[src/mlnp_pkg.sv]
// Shared types and constants of the mono last-note-priority voice controller.
// Used by the datapath, the controller, the top level and the checker.
`default_nettype none

package mlnp_pkg;

  // Event kinds on the input tuser.
  localparam logic FUNC_ON  = 1'b0;
  localparam logic FUNC_OFF = 1'b1;

  // Voice commands on the output tuser.
  localparam logic [1:0] ACT_START = 2'd0;
  localparam logic [1:0] ACT_GLIDE = 2'd1;
  localparam logic [1:0] ACT_STOP  = 2'd2;

  // Input tdata: channel, note, velocity, tail_off, padded to whole bytes.
  localparam int IN_W = 24;
  localparam int ENTRY_W = 18;
  localparam int TAIL_BIT = 18;

  // Output tdata holds 20 fixed bits ahead of the stack count.
  localparam int OUT_FIXED_W = 20;

  // One held note; channel sits in the lowest bits.
  typedef struct packed {
    logic [6:0] velocity;
    logic [6:0] note;
    logic [3:0] channel;
  } entry_t;

  typedef struct packed {
    logic capture;   // take the accepted item
    logic rd_en;     // read the next stack entry
    logic commit;    // stack count takes the compacted size
    logic append;    // push the event on top
    logic load_out;  // move the result into the output register
  } cmd_t;

  typedef struct packed {
    logic is_on;
    logic full;
    logic empty;
    logic rd_last;
  } status_t;

endpackage

`default_nettype wire

[src/mlnp_ram.sv]
// Generic simple dual-port RAM: one write port, one read port, registered read.
// No dependencies.
`default_nettype none

module mlnp_ram #(
  parameter int WIDTH = 18,
  parameter int DEPTH = 16
) (
  input  logic                     clk,
  input  logic                     we,
  input  logic [$clog2(DEPTH)-1:0] waddr,
  input  logic [WIDTH-1:0]         wdata,
  input  logic                     re,
  input  logic [$clog2(DEPTH)-1:0] raddr,
  output logic [WIDTH-1:0]         rdata
);

  logic [WIDTH-1:0] mem [DEPTH];

  always_ff @(posedge clk) begin
    if (we) begin
      mem[waddr] <= wdata;
    end
    if (re) begin
      rdata <= mem[raddr];
    end
  end

endmodule

`default_nettype wire

[src/mlnp_dp.sv]
// Datapath: event registers, held-note stack in RAM, scan and compaction,
// result formatting and output register. Depends on mlnp_pkg and mlnp_ram.
`default_nettype none

module mlnp_dp #(
  parameter int STACK_DEPTH = 16,
  parameter int OUT_W = 32
) (
  input  logic                        clk,
  input  logic                        rst,
  input  mlnp_pkg::cmd_t              cmd,
  output mlnp_pkg::status_t           st,
  input  logic [mlnp_pkg::IN_W-1:0]   s_tdata,
  input  logic [0:0]                  s_tuser,
  input  logic                        cfg_we,
  input  logic                        cfg_wdata,
  output logic [OUT_W-1:0]            m_tdata,
  output logic [1:0]                  m_tuser
);

  import mlnp_pkg::*;

  localparam int AW = $clog2(STACK_DEPTH);
  localparam int CW = $clog2(STACK_DEPTH + 1);

  logic          ev_func;
  entry_t        ev;
  logic          ev_tail;
  logic          was_sounding;
  logic [CW-1:0] count;
  logic          legato;
  logic [AW-1:0] rd_idx;
  logic [AW-1:0] rd_at;
  logic          rd_vld;
  logic [CW-1:0] wr_idx;
  entry_t        last_kept;
  logic [ENTRY_W-1:0] rd_word;
  entry_t        rd_data;
  logic          drop;
  logic          keep;
  logic          ram_we;
  logic [AW-1:0] ram_waddr;
  entry_t        ram_wdata;
  logic [1:0]    res_action;
  logic          res_glide;
  entry_t        res_entry;
  logic          res_tail;

  assign rd_data = entry_t'(rd_word);

  // A full stack on note-on drops its oldest entry; a note-off drops matches.
  assign drop = (ev_func == FUNC_ON) ? (rd_at == '0)
              : (rd_data.channel == ev.channel && rd_data.note == ev.note);
  assign keep = rd_vld && !drop;

  assign ram_we    = keep || cmd.append;
  assign ram_waddr = cmd.append ? count[AW-1:0] : wr_idx[AW-1:0];
  assign ram_wdata = cmd.append ? ev : rd_data;

  mlnp_ram #(
    .WIDTH(ENTRY_W),
    .DEPTH(STACK_DEPTH)
  ) u_stack (
    .clk  (clk),
    .we   (ram_we),
    .waddr(ram_waddr),
    .wdata(ram_wdata),
    .re   (cmd.rd_en),
    .raddr(rd_idx),
    .rdata(rd_word)
  );

  assign st.is_on   = (ev_func == FUNC_ON);
  assign st.full    = (count == CW'(STACK_DEPTH));
  assign st.empty   = (count == '0);
  assign st.rd_last = (CW'(rd_idx) == count - CW'(1));

  always_ff @(posedge clk) begin
    if (rst) begin
      count  <= '0;
      legato <= 1'b0;
      rd_vld <= 1'b0;
    end else begin
      if (cfg_we) begin
        legato <= cfg_wdata;
      end
      rd_vld <= cmd.rd_en;
      if (cmd.commit) begin
        count <= wr_idx;
      end else if (cmd.append) begin
        count <= count + CW'(1);
      end
    end
  end

  always_ff @(posedge clk) begin
    if (cmd.capture) begin
      ev_func      <= s_tuser[0];
      ev           <= entry_t'(s_tdata[ENTRY_W-1:0]);
      ev_tail      <= s_tdata[TAIL_BIT];
      was_sounding <= (count != '0);
      rd_idx       <= '0;
      wr_idx       <= '0;
    end else begin
      if (cmd.rd_en) begin
        rd_idx <= rd_idx + AW'(1);
      end
      if (keep) begin
        wr_idx <= wr_idx + CW'(1);
      end
    end
    if (cmd.rd_en) begin
      rd_at <= rd_idx;
    end
    if (keep) begin
      last_kept <= rd_data;
    end
  end

  // After a note-off scan the last kept entry is the new top of the stack.
  always_comb begin
    res_tail  = 1'b0;
    res_entry = ev;
    if (ev_func == FUNC_ON) begin
      if (was_sounding && legato) begin
        res_action = ACT_GLIDE;
        res_glide  = 1'b0;
      end else begin
        res_action = ACT_START;
        res_glide  = was_sounding;
      end
    end else if (count == '0) begin
      res_action        = ACT_STOP;
      res_glide         = 1'b0;
      res_entry.channel = '0;
      res_entry.note    = '0;
      res_tail          = ev_tail;
    end else begin
      res_entry = last_kept;
      if (legato) begin
        res_action = ACT_GLIDE;
        res_glide  = 1'b0;
      end else begin
        res_action = ACT_START;
        res_glide  = 1'b1;
      end
    end
  end

  always_ff @(posedge clk) begin
    if (cmd.load_out) begin
      m_tuser <= res_action;
      m_tdata <= OUT_W'({count, res_tail, res_entry, res_glide});
    end
  end

endmodule

`default_nettype wire

[src/mlnp_ctrl.sv]
// Controller state machine: input handshake, stack scan sequencing and
// output valid. Depends on mlnp_pkg for the command and status structs.
`default_nettype none

module mlnp_ctrl (
  input  logic              clk,
  input  logic              rst,
  input  logic              s_tvalid,
  output logic              s_tready,
  output logic              m_tvalid,
  input  logic              m_tready,
  input  mlnp_pkg::status_t st,
  output mlnp_pkg::cmd_t    cmd
);

  import mlnp_pkg::*;

  localparam logic [2:0] S_IDLE   = 3'd0;
  localparam logic [2:0] S_START  = 3'd1;
  localparam logic [2:0] S_SCAN   = 3'd2;
  localparam logic [2:0] S_DRAIN  = 3'd3;
  localparam logic [2:0] S_COMMIT = 3'd4;
  localparam logic [2:0] S_APPEND = 3'd5;
  localparam logic [2:0] S_FINISH = 3'd6;

  logic [2:0] state;
  logic [2:0] state_next;
  logic       m_tvalid_next;
  logic       out_free;

  assign s_tready = (state == S_IDLE);
  assign out_free = !m_tvalid || m_tready;

  always_comb begin
    state_next  = state;
    cmd         = '0;
    cmd.capture = s_tvalid && s_tready;
    unique case (state)
      S_IDLE: begin
        if (s_tvalid) begin
          state_next = S_START;
        end
      end
      S_START: begin
        priority if (st.is_on && !st.full) begin
          state_next = S_APPEND;
        end else if (!st.is_on && st.empty) begin
          state_next = S_FINISH;
        end else begin
          state_next = S_SCAN;
        end
      end
      S_SCAN: begin
        cmd.rd_en = 1'b1;
        if (st.rd_last) begin
          state_next = S_DRAIN;
        end
      end
      S_DRAIN: begin
        state_next = S_COMMIT;
      end
      S_COMMIT: begin
        cmd.commit = 1'b1;
        state_next = st.is_on ? S_APPEND : S_FINISH;
      end
      S_APPEND: begin
        cmd.append = 1'b1;
        state_next = S_FINISH;
      end
      S_FINISH: begin
        if (out_free) begin
          cmd.load_out = 1'b1;
          state_next   = S_IDLE;
        end
      end
      default: begin
        state_next = S_IDLE;
      end
    endcase
  end

  always_comb begin
    if (cmd.load_out) begin
      m_tvalid_next = 1'b1;
    end else if (m_tready) begin
      m_tvalid_next = 1'b0;
    end else begin
      m_tvalid_next = m_tvalid;
    end
  end

  always_ff @(posedge clk) begin
    if (rst) begin
      state    <= S_IDLE;
      m_tvalid <= 1'b0;
    end else begin
      state    <= state_next;
      m_tvalid <= m_tvalid_next;
    end
  end

endmodule

`default_nettype wire

[src/mono_last_note_priority.sv]
// Top level of the monophonic last-note-priority voice controller.
// Depends on mlnp_pkg, mlnp_ctrl and mlnp_dp.
//
// Each note event on the input stream gives exactly one voice command on the
// output stream. The block works on one item at a time. A note-on with room on
// the stack is appended without a scan, and a note-off on an empty stack gives
// its stop without one. A note-off on a held stack and a note-on on a full
// stack first scan the held-note stack, which lives in a RAM with one read and
// one write port and is compacted one entry per cycle. A finished result waits
// in the output register while the next item is accepted; it is held until
// taken. legato_enable is written through cfg_we and cfg_wdata; the user must
// write it only while the block is idle; the block itself does not enforce this.
`default_nettype none

module mono_last_note_priority #(
  parameter int STACK_DEPTH = 16
) (
  input  logic                                  clk,
  input  logic                                  rst,
  input  logic                                  s_tvalid,
  output logic                                  s_tready,
  // channel[3:0], note[10:4], velocity[17:11], tail_off[18], zero padding
  input  logic [mlnp_pkg::IN_W-1:0]             s_tdata,
  // func[0]
  input  logic [0:0]                            s_tuser,
  output logic                                  m_tvalid,
  input  logic                                  m_tready,
  // glide_on_start[0], out_channel[4:1], out_note[11:5], out_velocity[18:12],
  // out_tail_off[19], stack_count from bit 20 up, zero padding
  output logic [((mlnp_pkg::OUT_FIXED_W + $clog2(STACK_DEPTH + 1) + 7) / 8) * 8 - 1:0]
                                                m_tdata,
  // action[1:0]
  output logic [1:0]                            m_tuser,
  input  logic                                  cfg_we,
  input  logic                                  cfg_wdata
);

  import mlnp_pkg::*;

  localparam int OUT_W = ((OUT_FIXED_W + $clog2(STACK_DEPTH + 1) + 7) / 8) * 8;

  cmd_t    cmd;
  status_t st;

  mlnp_ctrl u_ctrl (
    .clk     (clk),
    .rst     (rst),
    .s_tvalid(s_tvalid),
    .s_tready(s_tready),
    .m_tvalid(m_tvalid),
    .m_tready(m_tready),
    .st      (st),
    .cmd     (cmd)
  );

  mlnp_dp #(
    .STACK_DEPTH(STACK_DEPTH),
    .OUT_W      (OUT_W)
  ) u_dp (
    .clk      (clk),
    .rst      (rst),
    .cmd      (cmd),
    .st       (st),
    .s_tdata  (s_tdata),
    .s_tuser  (s_tuser),
    .cfg_we   (cfg_we),
    .cfg_wdata(cfg_wdata),
    .m_tdata  (m_tdata),
    .m_tuser  (m_tuser)
  );

endmodule

`default_nettype wire

[config.mk]
export PLATFORM = sky130hd
export DESIGN_NAME = mono_last_note_priority
export DESIGN_NICKNAME = d
export VERILOG_FILES = /design/src/mlnp_pkg.sv /design/src/mlnp_ram.sv /design/src/mlnp_dp.sv /design/src/mlnp_ctrl.sv /design/src/mono_last_note_priority.sv
export SDC_FILE = /design/constraint.sdc
export NUM_CORES = 1
export LEC_CHECK = 0
export ABC_CLOCK_PERIOD_IN_PS = 3200
export BUFFER_PORTS_ARGS = -buffer_cell sky130_fd_sc_hd__buf_4
export CORE_MARGIN = 2
export CORE_UTILIZATION = 52
export CTS_BUF_LIST = sky130_fd_sc_hd__clkbuf_4 sky130_fd_sc_hd__clkbuf_8 sky130_fd_sc_hd__clkbuf_16
export DETAILED_ROUTE_END_ITERATION = 16
export GPL_TIMING_DRIVEN = 0
export PLACE_DENSITY = 0.77
export SLEW_MARGIN = 20
export SYNTH_ARGS = -nofsm -noshare
export SYNTH_HDL_FRONTEND = slang
export SYNTH_SLANG_ARGS = --single-unit
[constraint.sdc]
create_clock -name clk -period 3.2 [get_ports clk]
set_input_delay 0.32 -clock clk [delete_from_list [all_inputs] [get_ports clk]]
set_output_delay 0.32 -clock clk [all_outputs]
set_load 0.005 [all_outputs]
==> results of run 1 <==
[flip-flops by register name, summed over array words and instances (netlist names), 4 cells and up]
signal	cells
u_dp.ev	18
u_dp.rd_at	4
u_dp.wr_idx	5
u_dp.count	5
u_dp.u_stack.mem	288
u_dp.rd_idx	4
u_dp.last_kept	18
u_dp.m_tdata	25
u_dp.u_stack.rdata	18
[layout by cell type, fill, tap and decap left out, drive strengths merged, types with 8 or more instances in the layout]
cell type	n
xnor2	13
nand3	17
dfxtp	20
nor3	11
clkinv	14
a31oi	8
clkbuf	74
edfxtp	376
dlygate4sd3	21
o21ai	31
mux4	90
buf	92
nand2	23
mux2	14
nor2	34
inv	19
a21oi	14
[through the flow]
| stage | setup TNS [ns] | instance area [um2] | std cells | hold slack [ns] | worst slack, ns |
|---|---|---|---|---|---|
| 6_report | 0 | 18400 | 1327 | 0.0763 | 0.0837 |
| 5_1_grt | 0 | 18400 | 1327 | 0.0643 | 0.000156 |
| 4_1_cts | 0 | 18400 | 1327 | 0.0732 | 0.0300 |
| 3_5_place_dp | 0 | 16800 | 1232 | 0.411 | 0.0454 |
| 3_3_place_gp | -122.47 | 16300 | 1219 | 0.407 | -0.747 |
| 2_1_floorplan | 0 | 15400 | 781 | 0.389 | 0.699 |
[cell families (layout without fill, tap and decap cells)]
family	Yosys count	after routing	share of synthesized area [%]
buffers and inverters	65	227	1.86
muxes	107	107	14.4
adders and majority gates	4	4	0.326
other	1	7	0.0244
DFF	396	396	76.0
xor gates and xnor gates	18	18	1.03
and+or+nand+nor	114	114	3.64
AOI/OAI and AO/OA	70	70	2.69
[tightest hold or removal path, delay by kind of cell]
kind                   cells  cell delay, ns
muxes                      1            0.06
buffers and inverters      1            0.08
and+or+nand+nor            1            0.09
[area by class of cell]
| cell class | instances | area [um2] | share of cell area (%) |
|---|---|---|---|
| sequential | 396 | 11700 | 63.6 |
| timing repair buffer | 88 | 941 | 5.12 |
| multi-input combinational | 320 | 3590 | 19.6 |
| tap | 384 | 480 | 2.61 |
| buffer | 46 | 218 | 1.18 |
| inverter | 19 | 71.3 | 0.388 |
| clock inverter | 21 | 216 | 1.18 |
| clock buffer | 53 | 1160 | 6.33 |
[what timing repair did]
action                                 in CTS  in global routing
hold buffers                               21                  0
setup endpoints to repair                   0                144
gates resized for setup                     0                  4
endpoints found under the hold margin      21                  0
[metal layers]
metal | GRT usage [%] | wire length, um | vias to the layer above
met5 | 0 | 0 | -
met4 | 8.16 | 1040 | 0
met3 | 5.34 | 3590 | 79
met2 | 37.6 | 17500 | 548
met1 | 32.8 | 13500 | 4184
li1 | - | - | 3423
[worst min-delay path by stage]
| stage | from | endpoint | slack, ns | cells past startpoint |
|---|---|---|---|---|
| CTS | cfg_wdata | u_dp.legato | 0.07 | 3 |
| finish | cfg_wdata | u_dp.legato | 0.08 | 3 |
| floorplan | rst | u_ctrl.state[0] | 0.39 | 1 |
| detailed placement | u_dp.count[3] | u_dp.m_tdata[23] | 0.41 | 0 |
| global placement | u_dp.count[3] | u_dp.m_tdata[23] | 0.41 | 0 |
| global route | cfg_wdata | u_dp.legato | 0.06 | 3 |
[report_power, final]
part           leakage (nW)  internal (W)  total (W)  switching [W]
combinational          1.64       0.00137    0.00348        0.00212
clock                 0.682       0.00289    0.00480        0.00190
sequential             3.56       0.00661    0.00684       0.000230
total                  5.89        0.0109     0.0151        0.00425
==> results.md, run 1 <==
* Yosys top cell area share at ~73%
* Synthesized area at 15400 um2
* Antenna cell count at 0
* Total number of vias at 8234
* Worst r2r src: u_dp.u_stack.rdata[1]
* Global route overflow at 0
* CP Class: flop to flop
* Worst skew pair latency at about 0.54 ns
* Register-to-Register Path Depth at 6
* Vias in the first global route at 8265
* # fillers at 1871
* Max Root-Sink Buffers at 3
* Worst path max stage delay at around 0.85 ns
* Cell area power density at 823 nW/um2
* Dominant cell type by area after synthesis: edfxtp_1
* NumNets Final at 946
* First-pass GRT wire length at about 53000 um
* Cells after synthesis at 775
* Post-DRT Antenna Nets at 0
* Largest delay share family, worst path: simple AND/OR/NAND/NOR gates
* Die height at between 150 and 200 um
* Crit-path cells: xnor2_1, nand4_1, or3_1, a31oi_1, nor2_4, buf_16
* Final setup violation count at 0
* Mean post-synth cell area at 19.8 um2
* Die X at 176 um
* Vias per cell at 6.20
* Setup bufs post-CTS at 0
* Top cells by count, synth: edfxtp_1, mux4_2, nor2_1
* Pin count of the biggest net entering global routing at 24
* R2R Setup Slk at 0.08 ns
* Gp weighted congestion at about 0.83
* Hold Vio Cnt, Final at 0
* EDFF count, synth at roughly 380
* # H-tree levels at 2
* Primary FF master, synth: edfxtp_1
* FF-to-FF End: u_dp.u_stack.mem[4][4]
* Peak VDD IR at 0.395 mV
* Worst hold path type: input pin to flop
* RSZ-0062 raised after global routing: false
* Slowest cell on the critical path: a31oi_1
* Fin crit share at 97.4%
* Port Buffers at 54
* Nature of the critical path endpoint: flop
* Share of layout cells above drive strength 1 at 30.1%
* Status: finished, final reports clean
* Final core utilization at between 60 and 70%
* Starting density of the core at 53.1%
* CORE AREA at 28900 um2
* Max-slew violation count at 0
* Initial antenna violation count at 0
* Clock slew at reported path FFs at 0.06 ns
* Tmin final at about 3.1 ns
* Synth top area cells: edfxtp_1, mux4_2, dfxtp_1
* Fmax at roughly 0.32 GHz
* CTS Buf Count at 40
* Pleak at ~5.9 nW
* Async set or reset register ratio after synthesis at 0%
* Critical path depth at 6
* Post-DP HPWL at 21500 um
* CTS sink cnt at around 400
* #FFs+latches synth at 396
* Worst Path Buf+Inv at 1
* Slew @ Worst Pin at 1.07 ns
* Synth warn at 0
* DR WL/cell at 26.8 um
* Worst path arrival time at 3.39 ns
* DRC violations left at 0
* Root buffer cell: clkbuf_16
* Max-cap violations at 0
* Die area at 31000 um2
* Critical Path Start: u_dp.u_stack.rdata[1]
* Critical Path Start Type: flop
* CTS tree: done
* Crit path capture: u_dp.u_stack.mem[4][4]
* Synth unique cells at 45
* DR iter-0 viols at 979
* Most frequent cell after synthesis: edfxtp_1
* Worst endpoint required time at 3.47 ns
* I/O Pins at 67
* Area Overhead vs Synth at 19.5%
* Total Wirelength at 35600 um
* Drt pass-1 iters at 7
* Site Rows at 62
* Total Routing Usage GR at 23.6%
* Seq/Total Area, Yosys at about three quarters
* Final Power at 0.0151 W
* Relative slew slack at 28.0%
* Clk_skew at 0.0280 ns
* Crit Path Max Fanout at 12
Note: power is estimated with default switching activity, not from simulation.
==> inputs of run 2 (changes only) <==
--- a/config.mk
+++ b/config.mk
@@ -8,11 +8,11 @@
 export ABC_CLOCK_PERIOD_IN_PS = 3200
 export BUFFER_PORTS_ARGS = -buffer_cell sky130_fd_sc_hd__buf_4
 export CORE_MARGIN = 2
-export CORE_UTILIZATION = 52
+export CORE_UTILIZATION = 58
 export CTS_BUF_LIST = sky130_fd_sc_hd__clkbuf_4 sky130_fd_sc_hd__clkbuf_8 sky130_fd_sc_hd__clkbuf_16
 export DETAILED_ROUTE_END_ITERATION = 16
 export GPL_TIMING_DRIVEN = 0
-export PLACE_DENSITY = 0.77
+export PLACE_DENSITY = 0.84
 export SLEW_MARGIN = 20
 export SYNTH_ARGS = -nofsm -noshare
 export SYNTH_HDL_FRONTEND = slang
==> run 2 against run 1 <==
Die area down 10%; core utilization up 6.4 points; largest power group unchanged; design area fell by 0.84%; clock skew shrank 0.016 ns; clock power fell by 3%; global-route usage rose by 4.3 points.
==> results.md, run 2 (synthesis gave the netlist of run 1 again) <==
* Slowest cell on the critical path: a31oi_1
* CP Class: flop to flop
* Peak VDD IR at 0.625 mV (+58%)
* Clk_skew at 0.0119 ns (-0.0162 ns)
* Critical Path Start Type: flop
* Drt pass-1 iters at 5 (-2)
* Relative slew slack at 24.8% (-3.3 points)
* Crit Path Max Fanout at 18 (+6)
* DR WL/cell at 30.0 um (+12%)
* Initial antenna violation count at 0 (unchanged)
* Antenna cell count at 0 (unchanged)
* Port Buffers at 54 (unchanged)
* Commonest cells after routing, fill and taps aside: edfxtp_1, mux4_2, buf_4
* Max-slew violation count at 0 (unchanged)
* Area Overhead vs Synth at 18.5%
* Largest register by flop count: u_dp.u_stack.mem
* Worst r2r src: u_dp.u_stack.rdata[0]
* Tmin final at 3.13 ns (+0.0160 ns)
* Cell area power density at 828 nW/um2 (+0.62%)
* Worst path arrival time at 3.30 ns (-0.09 ns)
* Min-delay src: cfg_wdata
* Worst skew pair latency at 0.53 ns (about the same)
* Setup ws final at 0.0677 ns (-0.0160 ns)
* Register-to-Register Path Depth at 5 (-1)
* Worst hold endpoint: u_dp.legato
* Gp weighted congestion at 0.850 (+1.8%)
* Total Routing Usage GR at 28.0% (+4.3 points)
* # H-tree levels at 2 (unchanged)
* Post-DP HPWL at 21900 um (+1.7%)
* I/O Pins at 67 (unchanged)
* Largest delay share family, worst path: simple AND/OR/NAND/NOR gates
* Slew @ Worst Pin at 1.12 ns (+0.0509 ns)
* Worst path max stage delay at 0.88 ns (+0.03 ns)
* DR iter-0 viols at 1189 (+21%)
* Pleak at 5.84 nW (-0.73%)
* Clock slew at reported path FFs at 0.06 ns (about the same)
* Hold Path Stages at 3 (unchanged)
* Vias in the first global route at 8624 (+4.3%)
* Die X at 167 um (-5.2%)
* DP Worst Slack at 0.0410 ns (-0.00435 ns)
* Largest registers: u_dp.u_stack.mem (288), u_dp.m_tdata (25)
* Hold Vio Cnt, Final at 0 (unchanged)
* Max reg flops at 288 (unchanged)
* Fin crit share at 97.9% (+0.50 points)
* First-pass GRT wire length at 56100 um (+6.0%)
* Share of layout cells above drive strength 1 at 29.9% (-0.19 points)
* Final core utilization at 69.9% (+6.4 points)
* Worst hold path type: input pin to flop
* # fillers at 1473 (-21%)
* Total Wirelength at 38300 um (+7.4%)
* Status: finished, final reports clean
* Die area at 27800 um2 (-10%)
* Dpl cell area at 16700 um2 (-0.60%)
* Setup TNS at 0 ns (unchanged)
* Max Root-Sink Buffers at 3 (unchanged)
* Pin count of the biggest net entering global routing at 24 (unchanged)
* Nature of the critical path endpoint: flop
* Starting density of the core at 59.0% (+5.9 points)
* Fmax at 0.319 GHz (-0.51%)
* Die height at 167 um (-5.2%)
* DRC violations left at 0 (unchanged)
* CTS sink cnt at 396 (unchanged)
* Max-cap violations at 0 (unchanged)
* Vias per cell at 6.74 (+8.6%)
* Worst Path Buf+Inv at 0 (-1)
* Worst endpoint required time at 3.37 ns (-0.10 ns)
* Setup bufs post-CTS at 0 (unchanged)
* FF-to-FF End: u_dp.u_stack.mem[9][11]
* Final Power at 0.0151 W (-0.23%)
* Total number of vias at 8587 (+4.3%)
* Post-route cell area at 18200 um2 (-0.84%)
* CORE AREA at 26100 um2 (-9.9%)
* Crit-path cells: xnor2_1, nand4_1, or3_1, a31oi_1, nor2_4
* CTS tree: done
* Commonest non-fill, non-tap cell in the layout: edfxtp_1
* NumNets Final at 945 (-0.11%)
* Site Rows at 59 (-4.8%)
* R2R Setup Slk at 0.07 ns (-0.02 ns)
* Global route overflow at 0 (unchanged)
* Root buffer cell: clkbuf_16
* Post-DRT Antenna Nets at 0 (unchanged)
* CTS Buf Count at 39 (-2.5%)
* Final setup violation count at 0 (unchanged)
* RSZ-0062 raised after global routing: false
run 2: cell count changes in the layout (fill, tap and decap cells not counted), moves of 2 or more:
cell       before  now
clkinv_4        0    2
o21ai_2         3    5
buf_12          1    4
clkbuf_16      43   41
clkbuf_8        2    0
buf_16         10    6
o21ai_1         8    6
run 2: tightest hold or removal path, stage by stage:
cell	delay (ns)
buf_4	0.08
mux2i_1	0.06
nor2_1	0.07
run 2: how the worst max path moves through the flow:
stage | depth (start not counted) | slack (ns) | endpoint | startpoint
2_1_floorplan | 4 | 0.70 | u_dp.u_stack.mem[0][0] | u_ctrl.state[0]
4_1_cts | 6 | 0.05 | u_dp.u_stack.mem[6][5] | u_ctrl.state[0]
6_report | 5 | 0.07 | u_dp.u_stack.mem[9][11] | u_dp.u_stack.rdata[0]
5_1_grt | 5 | 0.009 | u_dp.u_stack.mem[9][14] | u_dp.u_stack.rdata[6]
3_5_place_dp | 6 | 0.04 | u_dp.u_stack.mem[14][6] | u_ctrl.state[0]
3_3_place_gp | 5 | -0.71 | u_dp.u_stack.mem[14][5] | u_ctrl.state[0]
run 2: what timing repair did:
action	in CTS	in global routing
hold buffers	21	0
gates resized for setup	0	5
hold endpoints to repair	21	0
endpoints found under the setup margin	0	128
run 2: routing by layer:
metal | vias to the layer above | routed length [um] | GRT usage, %
met1 | 4280 | 12900 | 36.7
met5 | - | 0 | 0
met4 | 0 | 1960 | 12.0
met3 | 137 | 4900 | 6.96
met2 | 767 | 18500 | 45.2
li1 | 3403 | - | -
run 2: where the power goes:
part	internal (W)	switching (W)	total, W
Combinational	0.00138	0.00217	0.00355
Clock	0.00280	0.00187	0.00467
Sequential	0.00661	0.000249	0.00686
Total	0.0108	0.00429	0.0151
run 2: metrics by stage:
step,hold slack (ns),instances
3_5_place_dp,0.427,1183
2_1_floorplan,0.389,781
3_3_place_gp,0.411,1170
6_report,0.0500,1274
5_1_grt,0.0583,1274
4_1_cts,0.0463,1274
run 2: area by class of cell:
cell class                      count  area [um2]  area share, %
Timing Repair Buffer               88         902           4.95
Tap cell                          335         419           2.30
Multi-Input combinational cell    320        3600           19.8
Clock inverter                     22         239           1.31
Inverter                           19        71.3          0.391
Clock buffer                       48        1080           5.92
Buffer                             46         218           1.19
Sequential cell                   396       11700           64.2
==> inputs of run 3 (changes only) <==
--- a/config.mk
+++ b/config.mk
@@ -8,11 +8,11 @@
 export ABC_CLOCK_PERIOD_IN_PS = 3200
 export BUFFER_PORTS_ARGS = -buffer_cell sky130_fd_sc_hd__buf_4
 export CORE_MARGIN = 2
-export CORE_UTILIZATION = 58
+export CORE_UTILIZATION = 45
 export CTS_BUF_LIST = sky130_fd_sc_hd__clkbuf_4 sky130_fd_sc_hd__clkbuf_8 sky130_fd_sc_hd__clkbuf_16
 export DETAILED_ROUTE_END_ITERATION = 16
 export GPL_TIMING_DRIVEN = 0
-export PLACE_DENSITY = 0.84
+export PLACE_DENSITY = 0.69
 export SLEW_MARGIN = 20
 export SYNTH_ARGS = -nofsm -noshare
 export SYNTH_HDL_FRONTEND = slang
==> run 3 against run 2 <==
Clock power is essentially flat; via count shrank 5.5%; critical path depth is the same; first-iteration DRC count shrank 17%; final cell count grew 9.4%; critical path type unchanged; critical endpoint is now u_dp.u_stack.mem[6][7].
==> results.md, run 3 (synthesis gave the netlist of run 1 again) <==
* I/O Pins at 67 (unchanged)
* Root buffer cell: clkbuf_16
* Post-DP HPWL at 21800 um (-0.62%)
* Vias per cell at 5.82 (-14%)
* Largest registers: u_dp.u_stack.mem (288), u_dp.m_tdata (25)
* DP Worst Slack at 0.107 ns (+0.0661 ns)
* Die area at 35700 um2 (+28%)
* Cell area power density at 808 nW/um2 (-2.4%)
* Total number of vias at 8115 (-5.5%)
* Hold Vio Cnt, Final at 0 (unchanged)
* CORE AREA at 33600 um2 (+29%)
* RSZ-0062 raised after global routing: false
* Site Rows at 67 (+14%)
* Worst hold path type: input pin to flop
* Worst path arrival time at 3.25 ns (-0.05 ns)
* Crit path capture: u_dp.u_stack.mem[6][7]
* Pin count of the biggest net entering global routing at 23 (-4.2%)
* DR iter-0 viols at 985 (-17%)
* Post-route cell area at 18500 um2 (+1.3%)
* Final setup violation count at 0 (unchanged)
* Total Routing Usage GR at 20.0% (-8.0 points)
* Starting density of the core at 45.7% (-13 points)
* FF-to-FF End: u_dp.u_stack.mem[6][7]
* Hold_ws at 0.0577 ns (+0.00769 ns)
* CTS Buf Count at 40 (+2.6%)
* Clock slew at reported path FFs at 0.06 ns (about the same)
* Port Buffers at 54 (unchanged)
* Nature of the critical path endpoint: flop
* Area Overhead vs Synth at 20.0%
* DRC violations left at 0 (unchanged)
* Status: finished, final reports clean
* Fin crit share at 95.9% (-2.0 points)
* First-pass GRT wire length at 51600 um (-8.1%)
* Max-cap violations at 0 (unchanged)
* CTS sink cnt at 396 (unchanged)
* Worst endpoint required time at 3.38 ns (about the same)
* R2R Setup Slk at 0.13 ns (+0.06 ns)
* DR WL/cell at 25.3 um (-16%)
* Tmin final at 3.07 ns (-0.0649 ns)
* Worst r2r src: u_dp.u_stack.rdata[1]
* Dpl cell area at 16900 um2 (+1.4%)
* Critical Path Start: u_dp.u_stack.rdata[1]
* Max reg flops at 288 (unchanged)
* Relative slew slack at 21.9% (-2.8 points)
* Initial antenna violation count at 0 (unchanged)
* Share of layout cells above drive strength 1 at 30.2% (+0.31 points)
* Die X at 189 um (+13%)
* Total Wirelength at 35200 um (-7.9%)
* Post-DRT Antenna Nets at 0 (unchanged)
* Commonest cells after routing, fill and taps aside: edfxtp_1, mux4_2, buf_4
* Drt pass-1 iters at 6 (+1)
* Setup TNS at 0 ns (unchanged)
* Die height at 189 um (+13%)
* CP Class: flop to flop
* # H-tree levels at 2 (unchanged)
* Register-to-Register Path Depth at 5 (unchanged)
* Setup bufs post-CTS at 0 (unchanged)
* NumNets Final at 950 (+0.53%)
* Peak VDD IR at 0.375 mV (-40%)
* Max Root-Sink Buffers at 3 (unchanged)
* Vias in the first global route at 8050 (-6.7%)
* Fmax at 0.326 GHz (+2.1%)
* Gp weighted congestion at 0.817 (-3.8%)
* Critical Path Start Type: flop
* Worst skew pair latency at 0.54 ns (about the same)
* Largest register by flop count: u_dp.u_stack.mem
* Crit Path Max Fanout at 18 (unchanged)
* CTS tree: done
* Pleak at 5.90 nW (+0.89%)
* Slew @ Worst Pin at 1.17 ns (+0.0423 ns)
* Global route overflow at 0 (unchanged)
* Clk_skew at 0.0206 ns (+0.00870 ns)
* Antenna cell count at 0 (unchanged)
* Setup ws final at 0.133 ns (+0.0649 ns)
* Commonest non-fill, non-tap cell in the layout: edfxtp_1
* Max-slew violation count at 0 (unchanged)
-- run 3: power by group --
group          internal [W]  leakage (nW)  switching [W]
Clock               0.00276         0.660        0.00188
Combinational       0.00137          1.67        0.00208
Sequential          0.00661          3.56       0.000220
Total                0.0107          5.90        0.00417
-- run 3: worst min-delay path by stage --
stage / start / endpoint / depth (start not counted)
after floorplan: rst / u_ctrl.state[0] / 1
after global placement: u_dp.count[3] / u_dp.m_tdata[23] / 0
after detailed placement: u_dp.count[3] / u_dp.m_tdata[23] / 0
after CTS: cfg_wdata / u_dp.legato / 3
after global routing: cfg_wdata / u_dp.legato / 3
final: cfg_wdata / u_dp.legato / 3
-- run 3: cell type report --
class,count,area (um2)
clock inverter,24,226
inverter,19,71.3
tap,448,561
buffer,46,219
sequential,396,11700
multi-input combinational,320,3590
fill,2494,15200
timing repair buffer,92,996
clock buffer,49,1090
-- run 3: worst max-delay path, stage by stage, from the launching register on --
cell and delay [ns]:
edfxtp_1 0.42, xnor2_1 0.33, nand4_1 0.22, or3_1 0.50, a31oi_1 0.87, nor2_4 0.37
-- run 3: what timing repair did --
item,in CTS,in global routing
setup endpoints to repair,0,153
hold buffers,21,0
endpoints found under the hold margin,21,0
resized for setup,0,4
-- run 3: metrics by stage --
stage | cells | total power, W | utilization [%]
after floorplan | 781 | 0.00903 | -
after global placement | 1283 | 0.0101 | 48.7
after detailed placement | 1300 | 0.0103 | 50.3
after CTS | 1394 | 0.0150 | 54.8
after global routing | 1394 | 0.0154 | 54.9
final | 1394 | 0.0149 | 54.9
-- run 3: per-layer routing --
| metal | GRT usage [%] | routed length (um) | part of all wire [%] |
|---|---|---|---|
| met5 | 0 | 0 | 0 |
| met4 | 8.02 | 1340 | 3.8 |
| met1 | 27.7 | 14200 | 40 |
| met3 | 3.47 | 2960 | 8.4 |
| met2 | 31.8 | 16800 | 48 |
